File: src/hdl/alpha_threshold_bounding_box_top_defines.svh
// Assertion macros shared by the RTL files.
// ASSERT_IMPLIES: cons holds in the same cycle as ante.
// ASSERT_NEXT: cons holds in the cycle after ante.
`ifndef ALPHA_THRESHOLD_BOUNDING_BOX_TOP_DEFINES_SVH
`define ALPHA_THRESHOLD_BOUNDING_BOX_TOP_DEFINES_SVH

`ifndef ASSERT_OFF
`define ASSERT_IMPLIES(label, clk, rst, ante, cons) \
  label: assert property (@(posedge clk) disable iff (rst) (ante) |-> (cons)) \
    else $error("%m: assertion failed");
`define ASSERT_NEXT(label, clk, rst, ante, cons) \
  label: assert property (@(posedge clk) disable iff (rst) (ante) |=> (cons)) \
    else $error("%m: assertion failed");
`else
`define ASSERT_IMPLIES(label, clk, rst, ante, cons)
`define ASSERT_NEXT(label, clk, rst, ante, cons)
`endif

`endif

File: src/hdl/atbb_pkg.sv
`default_nettype none

package atbb_pkg;

  localparam int MAX_DIMENSION = 4096;

  // coordinate counters hold 0 .. MAX_DIMENSION-1
  localparam int COORD_W = (MAX_DIMENSION > 1) ? $clog2(MAX_DIMENSION) : 1;
  // clamped dimension holds 1 .. MAX_DIMENSION
  localparam int DIM_W   = COORD_W + 1;

  localparam int CFG_DIM_W   = 13;
  localparam int ALPHA_W     = 8;
  localparam int BOX_W       = 12;
  localparam int CFG_DATA_W  = 13;
  localparam int CFG_INDEX_W = 2;

  localparam logic [CFG_DIM_W-1:0] DIM_RESET       = 13'd4096;
  localparam logic [ALPHA_W-1:0]   THRESHOLD_RESET = 8'd126;
  localparam logic [ALPHA_W-1:0]   MASK_ON         = 8'd255;
  localparam logic [ALPHA_W-1:0]   MASK_OFF        = 8'd0;

  typedef enum logic [CFG_INDEX_W-1:0] {
    REG_IMAGE_WIDTH     = 2'd0,
    REG_IMAGE_HEIGHT    = 2'd1,
    REG_ALPHA_THRESHOLD = 2'd2
  } cfg_reg_t;

  typedef logic [COORD_W-1:0] coord_t;

  typedef struct packed {
    coord_t column;
    coord_t row;
    logic   last_column;
    logic   last_row;
  } pos_t;

  typedef struct packed {
    logic [BOX_W-1:0] left;
    logic [BOX_W-1:0] top;
    logic [BOX_W-1:0] right;
    logic [BOX_W-1:0] bottom;
  } box_t;

  // zero acts as one, anything above the maximum acts as the maximum
  function automatic logic [DIM_W-1:0] clamp_dim(input logic [CFG_DIM_W-1:0] v);
    logic [DIM_W-1:0] r;
    if (v == '0) begin
      r = DIM_W'(1);
    end else if (32'(v) > 32'(MAX_DIMENSION)) begin
      r = DIM_W'(MAX_DIMENSION);
    end else begin
      r = DIM_W'(32'(v));
    end
    return r;
  endfunction

  // reported coordinates keep the low bits
  function automatic logic [BOX_W-1:0] to_box(input coord_t c);
    return BOX_W'(32'(c));
  endfunction

endpackage

`default_nettype wire

File: src/hdl/atbb_position.sv
`default_nettype none

module atbb_position
  import atbb_pkg::*;
(
  input  wire logic                 clk,
  input  wire logic                 rst,
  input  wire logic                 step,
  input  wire logic [CFG_DIM_W-1:0] image_width,
  input  wire logic [CFG_DIM_W-1:0] image_height,
  output pos_t                      pos
);

  coord_t column;
  coord_t row;
  logic [DIM_W-1:0] w;
  logic [DIM_W-1:0] h;

  always_comb begin
    w = clamp_dim(image_width);
    h = clamp_dim(image_height);
    pos.column      = column;
    pos.row         = row;
    // at or past the last column also ends the row (size change mid frame)
    pos.last_column = (DIM_W'(column) + DIM_W'(1)) >= w;
    pos.last_row    = (DIM_W'(row) + DIM_W'(1)) >= h;
  end

  always_ff @(posedge clk) begin
    if (rst) begin
      column <= '0;
      row    <= '0;
    end else if (step) begin
      if (pos.last_column && pos.last_row) begin
        column <= '0;
        row    <= '0;
      end else if (pos.last_column) begin
        column <= '0;
        row    <= row + coord_t'(1);
      end else begin
        column <= column + coord_t'(1);
      end
    end
  end

endmodule

`default_nettype wire

File: src/hdl/atbb_box.sv
`default_nettype none

`include "alpha_threshold_bounding_box_top_defines.svh"

module atbb_box
  import atbb_pkg::*;
(
  input  wire logic clk,
  input  wire logic rst,
  input  wire logic step,
  input  wire logic selected,
  input  wire pos_t pos,
  output box_t      report
);

  logic   any_selected;
  coord_t min_column;
  coord_t max_column;
  coord_t min_row;
  coord_t max_row;

  logic   any_selected_next;
  coord_t min_column_next;
  coord_t max_column_next;
  coord_t min_row_next;
  coord_t max_row_next;
  logic   done;

  always_comb begin
    any_selected_next = any_selected;
    min_column_next   = min_column;
    max_column_next   = max_column;
    min_row_next      = min_row;
    max_row_next      = max_row;
    if (selected) begin
      if (!any_selected) begin
        any_selected_next = 1'b1;
        min_column_next   = pos.column;
        max_column_next   = pos.column;
        min_row_next      = pos.row;
        max_row_next      = pos.row;
      end else begin
        if (pos.column < min_column) min_column_next = pos.column;
        if (pos.column > max_column) max_column_next = pos.column;
        if (pos.row < min_row) min_row_next = pos.row;
        if (pos.row > max_row) max_row_next = pos.row;
      end
    end
  end

  assign done = pos.last_column && pos.last_row;

  // box includes the current pixel; zeros except at a frame end with a hit
  always_comb begin
    report = '0;
    if (done && any_selected_next) begin
      report.left   = to_box(min_column_next);
      report.top    = to_box(min_row_next);
      report.right  = to_box(max_column_next);
      report.bottom = to_box(max_row_next);
    end
  end

  always_ff @(posedge clk) begin
    if (rst) begin
      any_selected <= 1'b0;
      min_column   <= '0;
      max_column   <= '0;
      min_row      <= '0;
      max_row      <= '0;
    end else if (step) begin
      if (done) begin
        any_selected <= 1'b0;
        min_column   <= '0;
        max_column   <= '0;
        min_row      <= '0;
        max_row      <= '0;
      end else begin
        any_selected <= any_selected_next;
        min_column   <= min_column_next;
        max_column   <= max_column_next;
        min_row      <= min_row_next;
        max_row      <= max_row_next;
      end
    end
  end

  `ASSERT_IMPLIES(a_box_ordered, clk, rst, any_selected,
    (min_column <= max_column) && (min_row <= max_row))
  `ASSERT_IMPLIES(a_empty_box_zero, clk, rst, !any_selected,
    (min_column == '0) && (max_column == '0) && (min_row == '0) && (max_row == '0))
  `ASSERT_NEXT(a_frame_end_clears, clk, rst, step && done, !any_selected)

endmodule

`default_nettype wire

File: src/hdl/alpha_threshold_bounding_box_top.sv
// Alpha threshold bounding box. Each transfer on the input channel carries
// the alpha byte of one mask pixel in raster order; each produces one result
// transfer with the binary mask alpha (255 above the threshold, else 0) and,
// on the frame's last pixel, frame_done with the bounding box of the selected
// pixels (all zeros when none, and zeros on every other pixel). Throughput is
// one pixel per clock while results are taken; each pixel passes an input
// register, then the compare and min/max update stage that loads the result
// register. The output register lets a new pixel be taken while a result
// waits. The user writes frame size and threshold through the cfg port only
// while idle (not enforced); width/height 0 acts as 1, above 4096 as 4096.

`default_nettype none

`include "alpha_threshold_bounding_box_top_defines.svh"

module alpha_threshold_bounding_box_top
  import atbb_pkg::*;
(
  input  wire logic                   clk,
  input  wire logic                   rst,
  // config write port
  input  wire logic                   cfg_we,
  input  wire logic [CFG_INDEX_W-1:0] cfg_index,
  input  wire logic [CFG_DATA_W-1:0]  cfg_data,
  // pixel input channel
  input  wire logic                   in_valid,
  output logic                        in_ready,
  input  wire logic [ALPHA_W-1:0]     pixel_alpha,
  // result channel
  output logic                        out_valid,
  input  wire logic                   out_ready,
  output logic [ALPHA_W-1:0]          mask_alpha,
  output logic                        frame_done,
  output logic [BOX_W-1:0]            box_left,
  output logic [BOX_W-1:0]            box_top,
  output logic [BOX_W-1:0]            box_right,
  output logic [BOX_W-1:0]            box_bottom
);

  // configuration registers
  logic [CFG_DIM_W-1:0] image_width;
  logic [CFG_DIM_W-1:0] image_height;
  logic [ALPHA_W-1:0]   alpha_threshold;

  // input register
  logic               s1_valid;
  logic [ALPHA_W-1:0] s1_alpha;

  logic step;       // the pixel in s1 is processed this cycle
  logic selected;
  pos_t pos;
  box_t report;

  always_ff @(posedge clk) begin
    if (rst) begin
      image_width     <= DIM_RESET;
      image_height    <= DIM_RESET;
      alpha_threshold <= THRESHOLD_RESET;
    end else if (cfg_we) begin
      case (cfg_index)
        REG_IMAGE_WIDTH:     image_width     <= cfg_data[CFG_DIM_W-1:0];
        REG_IMAGE_HEIGHT:    image_height    <= cfg_data[CFG_DIM_W-1:0];
        REG_ALPHA_THRESHOLD: alpha_threshold <= cfg_data[ALPHA_W-1:0];
        default: ;  // unknown index: write dropped
      endcase
    end
  end

  // s1 moves on whenever the result register is free or being emptied
  assign step     = s1_valid && (!out_valid || out_ready);
  assign in_ready = !s1_valid || !out_valid || out_ready;
  assign selected = s1_alpha > alpha_threshold;

  always_ff @(posedge clk) begin
    if (rst) begin
      s1_valid <= 1'b0;
    end else if (in_valid && in_ready) begin
      s1_valid <= 1'b1;
    end else if (step) begin
      s1_valid <= 1'b0;
    end
  end

  always_ff @(posedge clk) begin
    if (in_valid && in_ready) begin
      s1_alpha <= pixel_alpha;
    end
  end

  atbb_position u_position (
    .clk          (clk),
    .rst          (rst),
    .step         (step),
    .image_width  (image_width),
    .image_height (image_height),
    .pos          (pos)
  );

  atbb_box u_box (
    .clk      (clk),
    .rst      (rst),
    .step     (step),
    .selected (selected),
    .pos      (pos),
    .report   (report)
  );

  // result register
  always_ff @(posedge clk) begin
    if (rst) begin
      out_valid <= 1'b0;
    end else if (step) begin
      out_valid <= 1'b1;
    end else if (out_ready) begin
      out_valid <= 1'b0;
    end
  end

  always_ff @(posedge clk) begin
    if (step) begin
      mask_alpha <= selected ? MASK_ON : MASK_OFF;
      frame_done <= pos.last_column && pos.last_row;
      box_left   <= report.left;
      box_top    <= report.top;
      box_right  <= report.right;
      box_bottom <= report.bottom;
    end
  end

  `ASSERT_IMPLIES(a_box_zero_mid_frame, clk, rst, out_valid && !frame_done,
    (box_left == '0) && (box_top == '0) && (box_right == '0) && (box_bottom == '0))
  `ASSERT_NEXT(a_accept_fills_s1, clk, rst, in_valid && in_ready, s1_valid)
  `ASSERT_NEXT(a_result_held, clk, rst, out_valid && !out_ready, out_valid)

endmodule

`default_nettype wire

File: config.mk
export PLATFORM = sky130hd
export DESIGN_NAME = alpha_threshold_bounding_box_top
export DESIGN_NICKNAME = d
export VERILOG_FILES = /design/src/hdl/atbb_pkg.sv /design/src/hdl/atbb_position.sv /design/src/hdl/atbb_box.sv /design/src/hdl/alpha_threshold_bounding_box_top.sv
export VERILOG_INCLUDE_DIRS = /design/src /design/src/hdl
export SDC_FILE = /design/constraint.sdc
export NUM_CORES = 1
export LEC_CHECK = 0
export BUFFER_PORTS_ARGS = -buffer_cell sky130_fd_sc_hd__buf_2
export CORE_MARGIN = 2
export CORE_UTILIZATION = 50
export CTS_CLUSTER_DIAMETER = 120
export DETAILED_ROUTE_END_ITERATION = 16
export PLACE_DENSITY = 0.79
export SLEW_MARGIN = 20
export SYNTH_ARGS = -nofsm -noshare
export SYNTH_HDL_FRONTEND = slang
export SYNTH_HIERARCHICAL = 1
export SYNTH_SLANG_ARGS = --single-unit
File: constraint.sdc
create_clock -name clk -period 13.2 [get_ports clk]
set_clock_uncertainty 0.05 [all_clocks]
set_input_delay 1.32 -clock clk [delete_from_list [all_inputs] [get_ports clk]]
set_output_delay 1.32 -clock clk [all_outputs]
set_load 0.02 [all_outputs]
==> impl_results.md <==
- Outcome: completed
- Final ANT Viol Nets: 0
- Fin cells: 1242
- Max Slew Vio Count: 0
- Worst R2R Path Depth: 17
- Hold buffers post-CTS: 0
- Setup TNS: 0 ns
- Initial DRC Count: ~460
- Largest cells by area after synthesis: dfxtp_1 23%, edfxtp_1 18%, ha_1 11%, nand2_1 4.2%, a32o_1 4.0%
- Vias in the first global route: between 7000 and 8000
- Clock-pin transition on the worst setup and hold timing paths: around 0.07 ns
- Crit start category: register
- CTS Root Cell: clkbuf_16
- Synth Area in Simple Gates: 14.1%
- Worst Tran Pin Value: 1.13 ns
- Layout cell share with drive strength beyond 1: between 15 and 20%
- NumNets Final: roughly 1100
- Yosys cell types: 79
- Compound-Gate Fraction of Synth Area: between 20% and 30%
- Syn. warnings: 6
- Period utilization: approximately two fifths
- H-tree levels: 4
- Number of antenna diodes: 0
- Port Buffers: 86
- VDD IR max: about 0.000094 V
- Required time worst endpoint: about 14 ns
- Top-count cell post-synth: dfxtp_1
- Max cap viols: 0
- Pre-CTS worst setup slack: 8.20 ns
- Gpl congestion: 0.858
- Initial core utilization: 50.7%
- Initial antenna violation count: 0
- Tot GR Track Use: about a fifth
- Die area: 20000 µm²
- Final-layout fill cell count: about 1600
- Core area: approximately 19000 µm²
- Cell taking the most area after synthesis: dfxtp_1
- CP Max Fanout: 26
- Post-Syn Nets: 1046
- CP top delay family: simple AND/OR/NAND/NOR gates
- I/O pin cnt: 87
- CP peak stage delay: between 0.8 and 0.9 ns
- Worst hold endpoint: image_width[0]
- R2R Path End: u_box/max_column[1]
- Seq/Total Area, Yosys: 41.5%
- DRC viols: 0
- Worst-skew pair later-pin latency: approximately 0.44 ns
- Mapped Area: 9450 µm²
- CTS Buffer Depth: 2
- Num rows: 50
- Flop-to-flop setup slack: 8.06 ns
- Yosys reg bits: ~170
- First-pass GRT wire length: ~35000 µm
- RSZ-0062 raised after global routing: no
- Chip width: around 140 µm
- RR Startpoint: u_position/column[1]
- XOR/XNOR Fraction of Synth Area: about 1.8%
- Cell count after placement: roughly 1200
- Async SR Flop Fraction: 0%
- Layout area overhead: 10.7%
- # resized after CTS: 0
- Worst path bufs/invs: 2
- Setup Fix Bufs, Post-CTS: 0
- Final wirelength: 21000 µm
- DR pass1 iterations: 5
- Worst setup EP type: register
- CP max-delay cell: nor2_2
- CTS tree: yes
- Synth top area share: approximately 23%
- Lkg Pwr: between 4 and 5 nW
- Largest net degree at the start of global routing: 66
- Post-synth EDFFs: 58
- Syn avg cell area: about 10 µm²
- Worst Hold Depth: 2
- Post-route minimum period: 5.14 ns
- Clk sinks: between 150 and 200
- CTS buffer count: 17
- Grt ovf: 0
- Post-synth top flop: dfxtp_1
- Min-delay worst type: register to register
- Slew HR: 24.8%
- Setup CP Type: register to register
- Routed len/inst: about 17 µm
- Hold Slack: between 0.4 and 0.5 ns
- Detail Placement HPWL: 14700 µm
- Final Setup Violations: 0
- Most frequent cells after synthesis: 109 x dfxtp_1, 107 x nand2_1, 86 x inv_1
- Syn Inst Count: ~940
- Largest family of logic cells by synthesized area: compound AO/OA/AOI/OAI gates
- Area after DPL: just under 10000 µm²
- Fmax achieved: just under 0.2 GHz
- Min-delay src: image_width[0]
- Final worst slack: roughly 8 ns
- CP arrival: 5.44 ns
- Mux contribution to synthesized area: less than 1%
- Fin. Hold Viols: 0
- Synth Area in Adders: between 10% and 20%
- CP Cell Sequence: ha_1, nand3_1, nor2_1, nand3_1, or2_1, xnor2_1, ha_1, a21oi_1, o221ai_2, nor2_1, inv_1, nand2_1, a21boi_2, nor2_2, a31oi_1, buf_4, o221ai_1
- Die Y: 142 µm
- DR vias: roughly 7500
- Vias/cell: around 6
- Pwr dens: 107 nW/µm²
- Design area: around 10000 µm²
[final cells by class]
type                       count  area [µm²]  share of cell area [%]
clock buffer                  19         453                    4.33
clock inverter                13         134                    1.28
inverter                      86         323                    3.08
multi-input combinational    633        4880                    46.6
sequential                   167        3920                    37.5
tap                          234         293                    2.80
timing repair buffer          90         460                    4.40
[cell families after synthesis]
kind of cell             Yosys count
AO/OA/AOI/OAI                    270
XOR/XNOR                          19
adder cells (fa/ha/maj)           82
buffers and inverters            136
flip-flops                       167
multiplexers                       1
AND/OR/NAND/NOR                  261
[cells in the final DEF (no fill, tap or decap), types with 5 or more instances in the layout]
master and instances:
dfxtp_1 109, nand2_1 107, inv_1 86, buf_2 86, ha_1 82, edfxtp_1 58, a21oi_1 52, nand3_1 41
a32o_1 38, a22o_1 35, nor2_1 29, o221ai_2 21, clkbuf_16 17, and3_1 12, a211o_1 11, nor2b_1 10
o21ai_0 10, a32o_2 10, xnor2_1 10, xor2_1 9, and2_1 8, and4_1 8, a21o_1 8, o21ai_1 8
a21oi_4 8, o21bai_1 8, a31oi_1 8, o221ai_1 6, a211oi_1 5, nand4_1 5, nor4_1 5
[through the flow]
step / total power [mW] / util [%]
floorplan: 0.622 / -
global placement: 0.642 / 53.0
detailed placement: 0.644 / 53.0
CTS: 1.13 / 56.1
global route: 1.16 / 56.1
finish: 1.12 / 56.1
[layer usage]
metal	up-vias	track usage, %	part of all wire (%)
met3	33	4.86	5.1
li1	3626	-	-
met5	-	0	0
met4	0	7.11	1.7
met2	227	36.7	48
met1	3591	26.6	45
[worst max-delay path by stage]
stage / startpoint / to / slack [ns] / cells past startpoint
after floorplan: out_ready / u_position/row[6] / 7.77 / 9
after global placement: u_position/column[1] / u_box/max_column[1] / 8.38 / 17
after detailed placement: u_position/column[1] / u_box/max_column[1] / 8.20 / 17
after CTS: u_position/column[1] / u_box/max_column[1] / 8.16 / 17
after global routing: u_position/column[0] / u_box/max_column[1] / 7.68 / 17
final: u_position/column[1] / u_box/max_column[1] / 8.06 / 17
[sequential cells by signal (all words and copies together), names as in the netlist, 12 cells and up]
register / count
image_height: 13
image_width: 13
box_bottom: 12
box_left: 12
box_right: 12
box_top: 12
u_box/max_column: 12
u_box/max_row: 12
u_box/min_column: 12
u_box/min_row: 12
u_position/column: 12
u_position/row: 12
[tightest hold or removal path, delay by kind of cell (launching register included)]
family | cells | cell delay, ns
compound gates | 1 | 0.05
flops | 1 | 0.31
simple gates | 1 | 0.06
[power breakdown]
part	internal [mW]	switching [mW]	leakage [nW]
registers	0.544	0.00698	1.43
logic	0.0261	0.0562	2.39
clock network	0.261	0.230	0.282
Power figures use the tool's default switching activity.
